==> src/rtl/tsp_pkg.sv <==
// Package for typed scan predicate: relation codes, ordering codes, input op codes.
// No dependencies.
package tsp_pkg;
  typedef enum logic [1:0] {
    OP_LOAD  = 2'd0,
    OP_NUM   = 2'd1,
    OP_START = 2'd2,
    OP_BYTE  = 2'd3
  } op_t;

  typedef enum logic [1:0] {
    ORD_EQUAL   = 2'd0,
    ORD_LESS    = 2'd1,
    ORD_GREATER = 2'd2
  } ord_t;

  // depth of the constant string store; byte_index is 6 bits wide
  localparam int MAX_CONST_LEN = 64;

  localparam logic [2:0] REL_EQ    = 3'd0;
  localparam logic [2:0] REL_LT    = 3'd1;
  localparam logic [2:0] REL_LE    = 3'd2;
  localparam logic [2:0] REL_GT    = 3'd3;
  localparam logic [2:0] REL_GE    = 3'd4;
  localparam logic [2:0] REL_NE    = 3'd5;
  localparam logic [2:0] REL_ALWAYS = 3'd6;

  localparam logic [1:0] CFG_ATTR_TYPE = 2'd0;
  localparam logic [1:0] CFG_COMP_OP   = 2'd1;
  localparam logic [1:0] CFG_CONST_NUM = 2'd2;
  localparam logic [1:0] CFG_CONST_LEN = 2'd3;

  localparam logic [1:0] TYPE_REAL = 2'd1;

  function automatic logic relation(input logic [2:0] rel, input logic lt,
                                    input logic eq, input logic gt);
    logic r;
    case (rel)
      REL_EQ:     r = eq;
      REL_LT:     r = lt;
      REL_LE:     r = lt | eq;
      REL_GT:     r = gt;
      REL_GE:     r = gt | eq;
      REL_NE:     r = ~eq;
      REL_ALWAYS: r = 1'b1;
      default:    r = 1'b0;
    endcase
    return r;
  endfunction
endpackage

==> src/rtl/tsp_ram.sv <==
// Generic single-port-write, single-read RAM with registered read.
// No dependencies.
module tsp_ram #(
  parameter int WIDTH = 8,
  parameter int DEPTH = 64
) (
  input  logic                     clk,
  input  logic                     wr_en,
  input  logic [$clog2(DEPTH)-1:0] wr_addr,
  input  logic [WIDTH-1:0]         wr_data,
  input  logic [$clog2(DEPTH)-1:0] rd_addr,
  output logic [WIDTH-1:0]         rd_data
);
  logic [WIDTH-1:0] mem [DEPTH];

  always_ff @(posedge clk) begin
    if (wr_en) begin
      mem[wr_addr] <= wr_data;
    end
    rd_data <= mem[rd_addr];
  end
endmodule

==> src/rtl/tsp_num_cmp.sv <==
// Numeric comparison of attribute against constant: unsigned or IEEE single.
// No dependencies.
module tsp_num_cmp (
  input  logic        is_real,
  input  logic [31:0] a,
  input  logic [31:0] c,
  output logic        lt,
  output logic        eq,
  output logic        gt
);
  logic a_nan, c_nan, a_zero, c_zero, mag_lt, mag_eq;
  logic f_lt, f_eq;

  always_comb begin
    a_nan  = (a[30:23] == 8'hFF) && (a[22:0] != 23'd0);
    c_nan  = (c[30:23] == 8'hFF) && (c[22:0] != 23'd0);
    a_zero = (a[30:0] == 31'd0);
    c_zero = (c[30:0] == 31'd0);
    mag_lt = a[30:0] < c[30:0];
    mag_eq = a[30:0] == c[30:0];
    f_eq = (a_zero && c_zero) || (mag_eq && a[31] == c[31]);
    if (a_zero && c_zero) begin
      f_lt = 1'b0;
    end else if (a[31] != c[31]) begin
      f_lt = a[31];
    end else if (a[31]) begin
      f_lt = !mag_lt && !mag_eq;
    end else begin
      f_lt = mag_lt;
    end
    if (is_real) begin
      if (a_nan || c_nan) begin
        lt = 1'b0; eq = 1'b0; gt = 1'b0;
      end else begin
        lt = f_lt; eq = f_eq; gt = !f_lt && !f_eq;
      end
    end else begin
      lt = a < c; eq = a == c; gt = a > c;
    end
  end
endmodule

==> src/rtl/typed_scan_predicate_top.sv <==
// Top level of typed scan predicate: input stage, constant string RAM,
// compare logic and output register. Uses tsp_pkg, tsp_ram, tsp_num_cmp.
//
// One input transaction per cycle unless a result is stalled. The input register
// loads at the accepting edge and reads the constant byte RAM; the relation is
// evaluated from it into the output register, so a result passes the input
// register and then the output register. A result held by out_tready low
// stalls the input stage and drops in_tready for as long as it waits. The
// varchar state is updated as the input stage drains; a byte read from RAM is
// bypassed when a load to the same index is draining at the read edge.
// No clearing pass is needed.
module typed_scan_predicate_top #(
  parameter int PAGE_BYTES    = 4096
) (
  input  logic        clk,
  input  logic        rst_n,
  input  logic        in_tvalid,
  output logic        in_tready,
  // {attr_length[58:46], attr_number[45:14], data_byte[13:6], byte_index[5:0]}
  input  logic [63:0] in_tdata,
  // op
  input  logic [1:0]  in_tuser,
  output logic        out_tvalid,
  input  logic        out_tready,
  // match
  output logic [7:0]  out_tdata,
  input  logic        cfg_valid,
  output logic        cfg_ready,
  input  logic [1:0]  cfg_index,
  input  logic [31:0] cfg_data
);
  localparam int AW = $clog2(tsp_pkg::MAX_CONST_LEN);
  localparam int LW = $clog2(PAGE_BYTES + 1);

  logic [1:0]  attr_type_r;
  logic [2:0]  comp_op_r;
  logic [31:0] const_number_r;
  logic [6:0]  const_length_r;

  assign cfg_ready = 1'b1;
  always_ff @(posedge clk) begin
    if (!rst_n) begin
      attr_type_r    <= '0;
      comp_op_r      <= tsp_pkg::REL_ALWAYS;
      const_number_r <= '0;
      const_length_r <= '0;
    end else if (cfg_valid) begin
      case (cfg_index)
        tsp_pkg::CFG_ATTR_TYPE: attr_type_r    <= cfg_data[1:0];
        tsp_pkg::CFG_COMP_OP:   comp_op_r      <= cfg_data[2:0];
        tsp_pkg::CFG_CONST_NUM: const_number_r <= cfg_data;
        tsp_pkg::CFG_CONST_LEN: const_length_r <= cfg_data[6:0];
        default: ;
      endcase
    end
  end

  // stage 1
  logic        s1_v_r;
  logic [1:0]  s1_op_r;
  logic [5:0]  s1_idx_r;
  logic [7:0]  s1_byte_r;
  logic [31:0] s1_num_r;
  logic [12:0] s1_len_r;
  logic        out_v_r, out_m_r;
  logic        adv;

  assign adv = !out_v_r || out_tready;
  assign in_tready = adv;

  logic in_acc;
  assign in_acc = in_tvalid && in_tready;

  logic        s1_load;
  assign s1_load = s1_v_r && s1_op_r == tsp_pkg::OP_LOAD &&
                   (32'(s1_idx_r) < 32'(tsp_pkg::MAX_CONST_LEN));

  // string state (updated when stage 1 is consumed)
  logic [LW-1:0] pos_r, slen_r;
  logic [1:0]    ord_r;
  logic          in_str_r;

  // RAM read address: position of next byte. Next byte is read at pos_nxt when the stage advances, else at pos_r.
  logic [LW-1:0] pos_nxt, slen_nxt;
  logic [1:0]    ord_nxt;
  logic          in_str_nxt;
  logic          res_v, res_m;
  logic [7:0]    ram_q, cbyte;
  logic [7:0]    byp_data_r;
  logic          byp_r;
  logic [AW-1:0] rd_addr;

  logic clen_gt;
  logic [LW-1:0] clen;
  assign clen_gt = 32'(const_length_r) > 32'(tsp_pkg::MAX_CONST_LEN);
  assign clen = clen_gt ? LW'(tsp_pkg::MAX_CONST_LEN) : LW'(const_length_r);

  logic lt, eq, gt;
  tsp_num_cmp u_cmp (
    .is_real(attr_type_r == tsp_pkg::TYPE_REAL),
    .a(s1_num_r), .c(const_number_r), .lt(lt), .eq(eq), .gt(gt)
  );

  assign cbyte = byp_r ? byp_data_r : ram_q;

  always_comb begin
    logic [LW-1:0] alen;
    logic [1:0]    o;
    logic [LW:0]   p1;
    alen = (32'(s1_len_r) > 32'(PAGE_BYTES)) ? LW'(PAGE_BYTES) : LW'(s1_len_r);
    pos_nxt = pos_r; slen_nxt = slen_r; ord_nxt = ord_r; in_str_nxt = in_str_r;
    res_v = 1'b0; res_m = 1'b0;
    o = ord_r;
    p1 = '0;
    if (s1_v_r) begin
      case (s1_op_r)
        tsp_pkg::OP_NUM: begin
          res_v = 1'b1;
          res_m = tsp_pkg::relation(comp_op_r, lt, eq, gt);
        end
        tsp_pkg::OP_START: begin
          slen_nxt = alen; pos_nxt = '0; ord_nxt = tsp_pkg::ORD_EQUAL;
          in_str_nxt = 1'b1;
          if (alen == '0) begin
            o = (clen != '0) ? tsp_pkg::ORD_LESS : tsp_pkg::ORD_EQUAL;
            in_str_nxt = 1'b0; res_v = 1'b1;
            res_m = tsp_pkg::relation(comp_op_r, o == tsp_pkg::ORD_LESS,
                      o == tsp_pkg::ORD_EQUAL, o == tsp_pkg::ORD_GREATER);
          end
        end
        tsp_pkg::OP_BYTE: begin
          if (in_str_r) begin
            if (ord_r == tsp_pkg::ORD_EQUAL && pos_r < clen) begin
              if (s1_byte_r < cbyte) o = tsp_pkg::ORD_LESS;
              else if (s1_byte_r > cbyte) o = tsp_pkg::ORD_GREATER;
            end
            p1 = {1'b0, pos_r} + 1'b1;
            pos_nxt = p1[LW-1:0];
            ord_nxt = o;
            if (p1 >= {1'b0, slen_r}) begin
              if (o == tsp_pkg::ORD_EQUAL && slen_r != clen) begin
                o = (slen_r < clen) ? tsp_pkg::ORD_LESS : tsp_pkg::ORD_GREATER;
              end
              ord_nxt = o;
              in_str_nxt = 1'b0; res_v = 1'b1;
              res_m = tsp_pkg::relation(comp_op_r, o == tsp_pkg::ORD_LESS,
                        o == tsp_pkg::ORD_EQUAL, o == tsp_pkg::ORD_GREATER);
            end
          end
        end
        default: ;
      endcase
    end
  end

  // read address: position used by the item now entering stage 1
  logic [LW-1:0] pos_eff;
  assign pos_eff = adv ? pos_nxt : pos_r;
  assign rd_addr = pos_eff[AW-1:0];

  tsp_ram #(.WIDTH(8), .DEPTH(tsp_pkg::MAX_CONST_LEN)) u_ram (
    .clk(clk),
    .wr_en(s1_load && adv),
    .wr_addr(s1_idx_r[AW-1:0]),
    .wr_data(s1_byte_r),
    .rd_addr(rd_addr),
    .rd_data(ram_q)
  );

  logic byp_nxt;
  logic [7:0] byp_data_nxt;
  always_comb begin
    byp_nxt = byp_r; byp_data_nxt = byp_data_r;
    if (adv) begin
      byp_nxt = 1'b0;
      if (s1_load && s1_idx_r[AW-1:0] == rd_addr) begin
        byp_nxt = 1'b1; byp_data_nxt = s1_byte_r;
      end
    end else if (byp_r == 1'b0) begin
      byp_nxt = 1'b0;
    end
  end

  always_ff @(posedge clk) begin
    if (!rst_n) begin
      s1_v_r   <= 1'b0;
      out_v_r  <= 1'b0;
      pos_r    <= '0;
      slen_r   <= '0;
      ord_r    <= tsp_pkg::ORD_EQUAL;
      in_str_r <= 1'b0;
      byp_r    <= 1'b0;
    end else begin
      byp_r <= byp_nxt;
      if (adv) begin
        s1_v_r   <= in_acc;
        pos_r    <= pos_nxt;
        slen_r   <= slen_nxt;
        ord_r    <= ord_nxt;
        in_str_r <= in_str_nxt;
        out_v_r  <= res_v;
      end
    end
  end

  always_ff @(posedge clk) begin
    byp_data_r <= byp_data_nxt;
    if (adv) begin
      s1_op_r   <= in_tuser;
      s1_idx_r  <= in_tdata[5:0];
      s1_byte_r <= in_tdata[13:6];
      s1_num_r  <= in_tdata[45:14];
      s1_len_r  <= in_tdata[58:46];
      out_m_r   <= res_m;
    end
  end

  assign out_tvalid = out_v_r;
  assign out_tdata  = {7'd0, out_m_r};
endmodule

==> config.mk <==
export PLATFORM = sky130hd
export DESIGN_NAME = typed_scan_predicate_top
export DESIGN_NICKNAME = d
export VERILOG_FILES = /design/src/rtl/tsp_pkg.sv /design/src/rtl/tsp_ram.sv /design/src/rtl/tsp_num_cmp.sv /design/src/rtl/typed_scan_predicate_top.sv
export SDC_FILE = /design/constraint.sdc
export NUM_CORES = 1
export LEC_CHECK = 0
export ABC_AREA = 0
export BUFFER_PORTS_ARGS = -buffer_cell sky130_fd_sc_hd__clkbuf_2
export CORE_UTILIZATION = 55
export DETAILED_ROUTE_END_ITERATION = 10
export GPL_TIMING_DRIVEN = 0
export PLACE_DENSITY = 0.72
export SLEW_MARGIN = 20
export SYNTH_ARGS = -nofsm -noshare
export SYNTH_HDL_FRONTEND = slang
export SYNTH_HIERARCHICAL = 1
export SYNTH_SLANG_ARGS = --single-unit
==> constraint.sdc <==
create_clock -name clk -period 6.3 [get_ports clk]
set_input_delay 1.26 -clock clk [delete_from_list [all_inputs] [get_ports clk]]
set_output_delay 1.26 -clock clk [all_outputs]
set_load 0.02 [all_outputs]
---- Word-level counts from Yosys, hierarchy flattened ----
Memories as Yosys holds them, arrays and structs flattened. A register that Yosys moved wholly into a read port is not among the register bits.
Cells that the tools add are included.
cells by class
  multiplexer cells ....................... 53
  equal/unequal tests ..................... 26
  reductions and logical operators ........ 42
  add/subtract/negate cells ............... 1
  magnitude comparators ................... 10
  bitwise gates (word level) .............. 9
operators by type and width
  kind                   number
  $logic_not 31->1       2
  $reduce_bool 23->1     2
  $eq 32x32->1           1
  $gt 32x32->1           1
  $lt 32x32->1           1
  $eq 31x31->1           1
  $lt 31x31->1           1
  $mux 2                 14
  $lt 13x7->1            2
  $mux 13                2
  $pmux 13 s2            1
  $mux 1                 25
  $pmux 1 s7             3
  $eq 8x8->1 const B     2
  $add 13x1->14 const B  1
  $ge 14x13->1           1
  $gt 13x13->1 const B   1
  $logic_not 13->1       1
  $ne 13x7->1            1
  $reduce_bool 13->1     1
  $logic_and 1x1->1      12
  $logic_not 2->1        6
  $mux 6                 2
  $eq 2x2->1 const B     5
  27 further kinds       52
storage, ports and cells
  word-level logic and storage cells ...... 161
  output and inout port bits .............. 11
  RAM bits ................................ 512
  flip-flop bits (word level) ............. 146
  memories ................................ 1
memories
  memory     words  bits a word  rd ports  clocked after memory_dff  write ports  line           RTL
  u_ram.mem  64     8            1         1                         1            tsp_ram.sv:14  logic [WIDTH-1:0] mem [DEPTH];

---- Logic depth before layout (Yosys ltp) ----
Gate-level depths: netlist of the first run.
  word-level depth ........................ 21
  gate-level depth with buffers ........... 15

---- Modules after synthesis ----
Netlist of the first run, hierarchy kept.
modules (own cells, without submodules)
  module                    cells each  seq. area each (sq um)  times used  area each (sq um)
  tsp_ram                   940         15,534.9                1           20,166.8
  typed_scan_predicate_top  606         3,623.5                 1           6,685.2
  tsp_num_cmp               169         0.0                     1           1,197.4

---- Worst setup path before layout of the first run ----
No wires, ideal clock.
  kind .................................... input to register
  start ................................... in out_tready
  end ..................................... reg u_ram.rd_data[3], read port of u_ram.mem
  required time ........................... 6.150 ns
  setup slack ............................. 1.132 ns
  arrival time ............................ 5.018 ns
  stages .................................. 14
  cells stage by stage .................... nor2b_4 buf_6 inv_1 nand2b_1 o21bai_4 a22oi_4 inv_1 buf_2 buf_4 clkbuf_1 buf_2 mux4_2 o21ai_1 o41ai_1
between the ends
  longest elaborated chain between the ends .. 2
ends and longest elaborated chain
  element               line                             RTL
  from (decl)           typed_scan_predicate_top.sv:24   input logic out_tready,
  $logic_or 1x1->1      typed_scan_predicate_top.sv:68   assign adv = !out_v_r || out_tready;
  named net in_tready   typed_scan_predicate_top.sv:18   output logic in_tready,
  $mux 6                n/a
  named net pos_eff[2]  typed_scan_predicate_top.sv:157  logic [LW-1:0] pos_eff;
  to (decl)             tsp_ram.sv:12                    output logic [WIDTH-1:0] rd_data
The timed path passes the listed nets, and every way through them passes these cells.
A chain may end at the register's enable or synchronous reset.

---- Final worst setup path of the first run ----
  start ................................... in out_tready
  end ..................................... reg u_ram.rd_data[3], read port of u_ram.mem
between the ends
  longest elaborated chain between the ends .. 2
ends and longest elaborated chain
  element               line
  $logic_or 1x1->1      typed_scan_predicate_top.sv:68
  $mux 6                n/a
  named net pos_eff[2]  typed_scan_predicate_top.sv:157
The timed path passes the listed nets, and every way through them passes these cells.

==> impl_results.rst, run 1 <==
.. list-table::
   :header-rows: 1

   * - Metric
     - Value
   * - Startpoint kind of the worst setup timing path
     - input pin
   * - Top-level I/O count
     - 116
   * - Clock-pin slew on the worst setup and hold paths
     - 0.06 ns
   * - Number of max-capacitance violations reported
     - 0
   * - Worst min path class
     - flop to flop
   * - Max Fclk
     - 201.4 MHz
   * - Number of cells produced by synthesis
     - 1,715
   * - Crit share post-route
     - 78.80%
   * - Worst path arrival time
     - 5.41 ns
   * - Top cell type's share of synthesized area
     - 62.31%
   * - H-Tree Depth
     - 3
   * - Residual antenna-violating net count after detailed routing
     - 0
   * - Time the final worst path needs with I/O delays and setup
     - 4.964 ns
   * - Asr flop ratio synth
     - 0%
   * - Sinks on the clock net
     - 666
   * - TritonCTS clock tree
     - built
   * - Clk Latency, worst-skew pair
     - 0.62 ns
   * - Total half-perimeter wirelength after legalization and detailed placement
     - 46.98 mm
   * - Area inside the core boundary
     - 50,270 sq um
   * - Final number of max-transition violations
     - 0
   * - Pin count of the biggest net entering global routing
     - 39
   * - Crit path max fanout
     - 38
   * - All-layer global routing usage
     - 26.77%
   * - Top post-synthesis cells by count
     - 582 x sky130_fd_sc_hd__edfxtp_1, 126 x sky130_fd_sc_hd__mux4_2, 119 x sky130_fd_sc_hd__nand2_1
   * - Share of total power in the clock network
     - 42.9%
   * - Area enclosed by the die boundary
     - 51,910 sq um
   * - Drc violations
     - 0
   * - Chip width
     - 227.8 um
   * - RSZ-0062 raised after global routing
     - no
   * - Seq/Total Area, Yosys
     - 68.30%
   * - Overall die height
     - 227.8 um
   * - # diodes
     - 0
   * - Post-placement worst setup slack
     - 0.8145 ns
   * - Layout Skew
     - 0.04747 ns
   * - Internal power consumption
     - 7.216 mW
   * - First DRT Iteration DRCs
     - 1,884
   * - Reg2Reg Capture Point
     - u_ram/rd_data[3]
   * - Switching power as a share of total power
     - 21.13%
   * - Filler cell count in the final layout
     - 3,480
   * - Via-to-Cell Ratio
     - 6.284
   * - RD Place Congestion
     - 0.9089
   * - R2R Setup Slk
     - 1.70 ns
   * - Net count reported at finish
     - 2,091
   * - Data required, critical path
     - 6.74 ns
   * - Root Buffer Master
     - sky130_fd_sc_hd__clkbuf_16
   * - Largest area contributor in the netlist
     - sky130_fd_sc_hd__edfxtp_1
   * - First-pass GRT wire length
     - 103.4 mm
   * - Flip-flop cell with the highest count after synthesis
     - sky130_fd_sc_hd__edfxtp_1
   * - Sequential share of power
     - 53.4%
   * - Number of synthesized flops with an enable pin
     - 582
   * - Clk buf depth
     - 3
   * - Number of global-route vias before repair
     - 16,699
   * - Share of final-layout standard cells stronger than drive strength 1
     - 22.23%
   * - Net switching component of the power
     - 1.933 mW
   * - Initial Utilization
     - 55.79%
   * - R2r startpoint
     - out_tvalid
   * - P per Cell Area
     - 285.6 nW/um^2
   * - Combinational power share
     - 3.7%
   * - Leftover overflow at the end of global routing
     - 0
   * - Most repeated cell in the gate-level netlist after synthesis
     - sky130_fd_sc_hd__edfxtp_1
   * - Count of cell types in the netlist
     - 83
   * - Number of antenna violations at the first check in global routing
     - 0
   * - Number of warnings reported in the yosys synthesis log
     - 6
   * - Worst rel slew slack
     - 30.53%
   * - Top post-synthesis cells by area
     - sky130_fd_sc_hd__edfxtp_1 62%, sky130_fd_sc_hd__mux4_2 10%, sky130_fd_sc_hd__dfxtp_1 6.0%
   * - Total detailed-routing wirelength
     - 67.98 mm
   * - Buffer count from post-CTS setup fixing
     - 0
   * - CTS Hold Bufs
     - 0
   * - Setup violations, final
     - 0
   * - Row Count
     - 82
   * - Signed area change from the synthesized netlist to the final layout
     - 14.19%
   * - Total CTS buffers
     - 70
   * - Result of the run
     - finished clean
   * - Transition time of the tightest slew-check pin
     - 1.042 ns
   * - Category of the worst setup path capture point
     - flop
   * - Final Worst Setup Slack
     - 1.336 ns
   * - Critical Path End
     - u_ram/rd_data[3]
   * - Leakage Power
     - 10.50 nW
   * - Number of flip-flops and latches in the synthesized netlist
     - 666
   * - Setup TNS Final
     - 0 ns
   * - Port Buf Inserts
     - 101
   * - Number of cells traversed by the worst register-to-register path
     - 15
   * - Critical setup path kind
     - input pin to flop
   * - First-pass detailed-route iteration total
     - 6
   * - Peak supply drop
     - 0.0002369 V
   * - Crit path launch
     - out_tready
   * - Vias after detailed routing
     - 16,603
   * - Cell area after synthesis
     - 28,050 sq um
   * - Average wire per standard cell
     - 25.73 um
   * - Number of gates resized after CTS
     - 0
   * - Mean Syn Cell Area
     - 16.36 sq um
   * - Hold violation count in the final report
     - 0
placed cells by master, fill, tap and decap left out, drive strengths merged, types with 26 or more instances in the layout:
| cell | n |
|---|---|
| ha | 67 |
| edfxtp | 582 |
| mux4 | 126 |
| nand2 | 119 |
| nor2 | 110 |
| a21boi | 39 |
| nand3 | 29 |
| clkbuf | 221 |
| buf | 72 |
| nor2b | 47 |
| clkinv | 31 |
| dfxtp | 84 |
| a21oi | 26 |
| inv | 58 |
| mux2i | 44 |
cells by family (layout without fill, tap and decap cells):
group,Yosys count,count (layout),synth area share (%)
other cells,2,8,0.02677
fa+ha+maj,67,67,2.989
compound gates,214,214,5.701
buf+inv,140,389,2.489
mux,186,186,12.34
flops,666,666,68.30
xor+xnor,18,18,0.6156
simple gates,422,422,7.534
worst min-delay path by stage:
stage | endpoint | depth (start not counted) | slack [ns] | start
floorplan | const_number_r[31] | 2 | 0.44 | const_number_r[31]
global placement | const_number_r[31] | 2 | 0.45 | const_number_r[31]
detailed placement | const_number_r[31] | 2 | 0.47 | const_number_r[31]
CTS | const_number_r[31] | 2 | 0.49 | const_number_r[31]
global route | const_number_r[14] | 2 | 0.51 | const_number_r[14]
finish | const_number_r[31] | 2 | 0.49 | const_number_r[31]
critical path: stages:
cell and delay (ns):
sky130_fd_sc_hd__clkbuf_2 0.10, sky130_fd_sc_hd__nor2b_4 0.04, sky130_fd_sc_hd__buf_6 0.14, sky130_fd_sc_hd__inv_4 0.35, sky130_fd_sc_hd__buf_12 0.29, sky130_fd_sc_hd__nand2b_1 0.27
sky130_fd_sc_hd__o21bai_4 0.21, sky130_fd_sc_hd__a22oi_4 0.10, sky130_fd_sc_hd__inv_1 0.07, sky130_fd_sc_hd__buf_2 0.19, sky130_fd_sc_hd__buf_4 0.26, sky130_fd_sc_hd__clkbuf_1 0.64
sky130_fd_sc_hd__buf_2 0.53, sky130_fd_sc_hd__o221ai_1 0.20, sky130_fd_sc_hd__o21a_1 0.20, sky130_fd_sc_hd__o41ai_1 0.53
power groups by stage:
stage	Clock [mW]	Combinational, mW	Sequential, mW
after floorplan	0	0.165	4.98
after global placement	0	0.241	5.03
after detailed placement	0	0.333	4.97
after CTS	3.98	0.336	4.88
after global routing	4.15	0.369	4.89
final	3.93	0.339	4.88
registers in the layout, indices dropped and copies added, names as in the netlist, 7 cells and up:
name / count
u_ram/mem: 512
s1_num_r: 32
const_length_r: 7
slen_r: 13
s1_byte_r: 8
const_number_r: 32
pos_r: 13
s1_len_r: 13
byp_data_r: 8
u_ram/rd_data: 8
routing by layer:
layer	share of wire, %	track usage, %	wire [um]	vias up
met4	4.6	11.74	3132	0
met1	40	37.17	27260	8435
met3	8.4	4.888	5736	184
li1	-	-	-	7147
met5	0	0	0	-
met2	47	41.73	31850	837
metrics by stage:
| step | cells | cell area (sq um) | hold WS, ns | power [mW] | utilization, % |
|---|---|---|---|---|---|
| after CTS | 2642 | 32020 | 0.4909 | 9.193 | 63.70 |
| after global routing | 2642 | 32030 | 0.5127 | 9.404 | 63.71 |
| after global placement | 2494 | 29420 | 0.4542 | 5.268 | 58.52 |
| after floorplan | 1721 | 28070 | 0.4435 | 5.147 | - |
| after detailed placement | 2519 | 29850 | 0.4700 | 5.307 | 59.37 |
| final | 2642 | 32030 | 0.4906 | 9.149 | 63.71 |
layout make-up:
type | count | area [sq um] | share of cell area [%]
plain buffers | 85 | 491.7 | 1.535
clock buffers | 82 | 1818 | 5.676
clock inverters | 41 | 355.3 | 1.109
inverters | 55 | 209.0 | 0.6523
multi-input cells | 915 | 8240 | 25.73
flip-flops and latches | 666 | 19160 | 59.81
well taps | 672 | 840.8 | 2.625
repair buffers | 126 | 917.1 | 2.863
Power figures use the tool's default switching activity.
==> inputs of run 2 (changes only) <==
- ABC_AREA: 0 -> 1
- clock period: 6.3 -> 5 ns (I/O delays scaled with it)
==> impl_results.rst, run 2 <==
.. list-table::
   :header-rows: 1

   * - Metric
     - Value
   * - Result of the run
     - finished clean
   * - Top post-synthesis cells by count
     - 827 x sky130_fd_sc_hd__nand2_1, 582 x sky130_fd_sc_hd__edfxtp_1, 491 x sky130_fd_sc_hd__nand3_1
   * - Largest area contributor in the netlist
     - sky130_fd_sc_hd__edfxtp_1
   * - H-Tree Depth
     - 3 (unchanged)
   * - Drc violations
     - 0 (unchanged)
   * - Layout Utilization
     - 63.88% (+0.16 points)
   * - Buffer count from post-CTS setup fixing
     - 0 (unchanged)
   * - First-pass GRT wire length
     - 124.0 mm (+20%)
   * - Root Buffer Master
     - sky130_fd_sc_hd__clkbuf_16
   * - First DRT Iteration DRCs
     - 2,564 (+36%)
   * - Count of cell types in the netlist
     - 50 (-40%)
   * - Sinks on the clock net
     - 666 (unchanged)
   * - Residual antenna-violating net count after detailed routing
     - 0 (unchanged)
   * - Crit path launch
     - s1_op_r[0]
   * - Layout Skew
     - 0.01930 ns (-0.02817 ns)
   * - Overall die height
     - 233.9 um (+2.7%)
   * - Port Buf Inserts
     - 102 (+0.99%)
   * - Critical Path End
     - u_ram/mem[31][1]
   * - Transition time of the tightest slew-check pin
     - 1.196 ns (+0.1538 ns)
   * - Clock-pin slew on the worst setup and hold paths
     - 0.06 ns (about the same)
   * - Clk Latency, worst-skew pair
     - 0.61 ns (about the same)
   * - Top-level I/O count
     - 116 (unchanged)
   * - Setup violations, final
     - 0 (unchanged)
   * - R2R Setup Slk
     - 1.05 ns (-0.65 ns)
   * - All-layer global routing usage
     - 30.83% (+4.1 points)
   * - Leading cell type in the layout, fill and taps excluded
     - sky130_fd_sc_hd__nand2_1
   * - Number of gates resized after CTS
     - 0 (unchanged)
   * - Top cell type's share of synthesized area
     - 59.07% (-3.2 points)
   * - Met1 demand-to-capacity share in global routing
     - 43.90% (+6.7 points)
   * - RSZ-0062 raised after global routing
     - no
   * - Net switching component of the power
     - 2.584 mW (+34%)
   * - Final Worst Setup Slack
     - 1.046 ns (-0.2895 ns)
   * - Time the final worst path needs with I/O delays and setup
     - 3.954 ns
   * - Share of total power in the clock network
     - 43.2% (+0.3 points)
   * - Setup TNS Final
     - 0 ns (unchanged)
   * - Peak supply drop
     - 0.0002892 V (+22%)
   * - Registers with the most flip-flops
     - u_ram/mem x512, const_number_r x32, s1_num_r x32
   * - Number of warnings reported in the yosys synthesis log
     - 6 (unchanged)
   * - Number of cells traversed by the worst register-to-register path
     - 4 (-11)
   * - Placed cell count
     - 3,658 (+45%)
   * - Average wire per standard cell
     - 22.00 um (-15%)
   * - Worst min path class
     - flop to flop
   * - Worst rel slew slack
     - 19.98% (-11 points)
   * - Switching power as a share of total power
     - 21.65% (+0.51 points)
   * - Startpoint kind of the worst setup timing path
     - flop
   * - Number of cells produced by synthesis
     - 2,829 (+65%)
   * - Signed area change from the synthesized netlist to the final layout
     - 14.14% (about the same)
   * - Worst path arrival time
     - 4.18 ns (-1.23 ns)
   * - R2r startpoint
     - s1_op_r[0]
   * - Most flops, register
     - u_ram/mem
   * - Final number of max-transition violations
     - 0 (unchanged)
   * - Mean Syn Cell Area
     - 10.46 sq um (-36%)
   * - Hold violation count in the final report
     - 0 (unchanged)
   * - Number of synthesized flops with an enable pin
     - 582 (unchanged)
   * - P per Cell Area
     - 353.5 nW/um^2 (+24%)
   * - Post-placement worst setup slack
     - 0.7483 ns (-0.06625 ns)
   * - Most repeated cell in the gate-level netlist after synthesis
     - sky130_fd_sc_hd__nand2_1
   * - Top post-synthesis cells by area
     - sky130_fd_sc_hd__edfxtp_1 59%, sky130_fd_sc_hd__nand2_1 10%, sky130_fd_sc_hd__nand3_1 8.3%
   * - Number of antenna violations at the first check in global routing
     - 1 (+1)
   * - Initial Utilization
     - 55.96% (+0.17 points)
   * - Share of final-layout standard cells stronger than drive strength 1
     - 12.32% (-9.9 points)
   * - Commonest cells after routing, fill and taps aside
     - 827 x sky130_fd_sc_hd__nand2_1, 582 x sky130_fd_sc_hd__edfxtp_1, 491 x sky130_fd_sc_hd__nand3_1, 202 x sky130_fd_sc_hd__nor2_1, 147 x sky130_fd_sc_hd__inv_1
   * - Area enclosed by the die boundary
     - 54,720 sq um (+5.4%)
   * - Total half-perimeter wirelength after legalization and detailed placement
     - 60.71 mm (+29%)
   * - Category of the worst setup path capture point
     - flop
   * - Via-to-Cell Ratio
     - 5.838 (-7.1%)
   * - Total CTS buffers
     - 69 (-1.4%)
   * - Area inside the core boundary
     - 52,870 sq um (+5.2%)
   * - Pin count of the biggest net entering global routing
     - 59 (+51%)
   * - Chip width
     - 233.9 um (+2.7%)
   * - TritonCTS clock tree
     - built
   * - Number of flip-flops and latches in the synthesized netlist
     - 666 (unchanged)
   * - Flip-flop cell with the highest count after synthesis
     - sky130_fd_sc_hd__edfxtp_1
   * - Data required, critical path
     - 5.23 ns (-1.51 ns)
   * - Max Fclk
     - 252.9 MHz
   * - Asr flop ratio synth
     - 0% (unchanged)
   * - Number of max-capacitance violations reported
     - 0 (unchanged)
   * - First-pass detailed-route iteration total
     - 7 (+1)
   * - Number of flip-flops in the largest register
     - 512 (unchanged)
   * - Net count reported at finish
     - 3,213 (+54%)
   * - Vias after detailed routing
     - 22,098 (+33%)
   * - Grt met3 use
     - 5.423% (+0.54 points)
   * - Row Count
     - 84 (+2.4%)
   * - Met2 Usage GRT
     - 47.40% (+5.7 points)
   * - Cell area after synthesis
     - 29,590 sq um (+5.5%)
   * - RD Place Congestion
     - 1.000 (+10%)
   * - Leftover overflow at the end of global routing
     - 0 (unchanged)
   * - CTS Hold Bufs
     - 0 (unchanged)
   * - Number of global-route vias before repair
     - 20,881 (+25%)
   * - Fin Hold WS
     - 0.4711 ns (-0.01945 ns)
   * - Seq/Total Area, Yosys
     - 64.76% (-3.5 points)
   * - Crit share post-route
     - 79.07%
   * - Internal power consumption
     - 9.352 mW (+30%)
   * - Combinational power share
     - 5.1% (+1.4 points)
   * - Reg2Reg Capture Point
     - u_ram/mem[31][1]
   * - Leakage Power
     - 13.05 nW (+24%)
   * - Critical setup path kind
     - flop to flop
   * - Peak-usage layer in the global routing report
     - met2
   * - Number of non-filler instances in the completed layout
     - 3,785 (+43%)
   * - Total detailed-routing wirelength
     - 83.27 mm (+22%)
   * - Crit path max fanout
     - 9 (-76%)
   * - Clk buf depth
     - 3 (unchanged)
   * - Sequential share of power
     - 51.6% (-1.8 points)
==> run 2: cell count changes after synthesis, sizes merged, moves of 12 or more <==
cell / previous run / this run
a21oi: 26 / 77
nand3: 29 / 492
and2: 13 / 1
nor2: 110 / 210
buf: 47 / 108
a21boi: 39 / 1
nor2b: 47 / 0
inv: 55 / 155
nand2: 119 / 836
mux4: 126 / 0
o21ai: 24 / 63
a22oi: 18 / 0
mux2i: 44 / 7
mux2: 16 / 1
==> run 2: routing by layer <==
layer,part of all wire [%],routed length (um)
met3,9.4,7857
met1,42,34810
met5,0,0
met4,3.0,2487
met2,46,38110
==> run 2: cell type report <==
class                      count  area (sq um)
inverter                     157         598.1
fill                        4138         19100
clock inverter                32         341.6
tap                          688         860.8
buffer                       142         958.4
multi-input combinational   1870          8946
sequential                   666         19160
timing repair buffer         135         963.4
antenna                        4         10.01
clock buffer                  91          1932
==> run 2: power by group through the flow <==
stage | clock [mW] | sequential (mW) | combinational [mW]
6_report | 5.16 | 6.16 | 0.613
5_1_grt | 5.42 | 6.17 | 0.672
4_1_cts | 5.22 | 6.16 | 0.603
3_5_place_dp | 0 | 6.28 | 0.598
3_3_place_gp | 0 | 6.36 | 0.465
2_1_floorplan | 0 | 6.29 | 0.324
==> run 2: worst min path at each step <==
stage / start / to / slack [ns] / depth (start not counted)
global placement: pos_r[12] / pos_r[12] / 0.45 / 2
detailed placement: const_length_r[4] / const_length_r[4] / 0.46 / 2
global route: pos_r[12] / pos_r[12] / 0.49 / 2
CTS: const_length_r[4] / const_length_r[4] / 0.47 / 2
floorplan: const_length_r[5] / const_length_r[5] / 0.44 / 2
finish: pos_r[12] / pos_r[12] / 0.47 / 2
==> run 2: kinds of logic after synthesis <==
kind of cell / share of synthesized area (%)
AOI/OAI and AO/OA: 2.948
adders and majority gates: 2.833
and+or+nand+nor: 23.62
DFF: 64.76
buffers and inverters: 5.252
muxes: 0.2749
other: 0.02538
xor gates and xnor gates: 0.2961
==> run 2: worst max-delay path: stages, from the launching register on <==
cell and delay [ns]:
sky130_fd_sc_hd__edfxtp_1 0.53, sky130_fd_sc_hd__nor4_1 0.93, sky130_fd_sc_hd__clkbuf_1 0.36, sky130_fd_sc_hd__nand4_1 0.76, sky130_fd_sc_hd__nor2_1 0.99
==> run 2: metrics by stage <==
step / cell area [sq um] / power (mW)
after floorplan: 29610 / 6.613
after global placement: 30980 / 6.825
after detailed placement: 31490 / 6.878
after CTS: 33760 / 11.98
after global routing: 33760 / 12.26
final: 33770 / 11.94
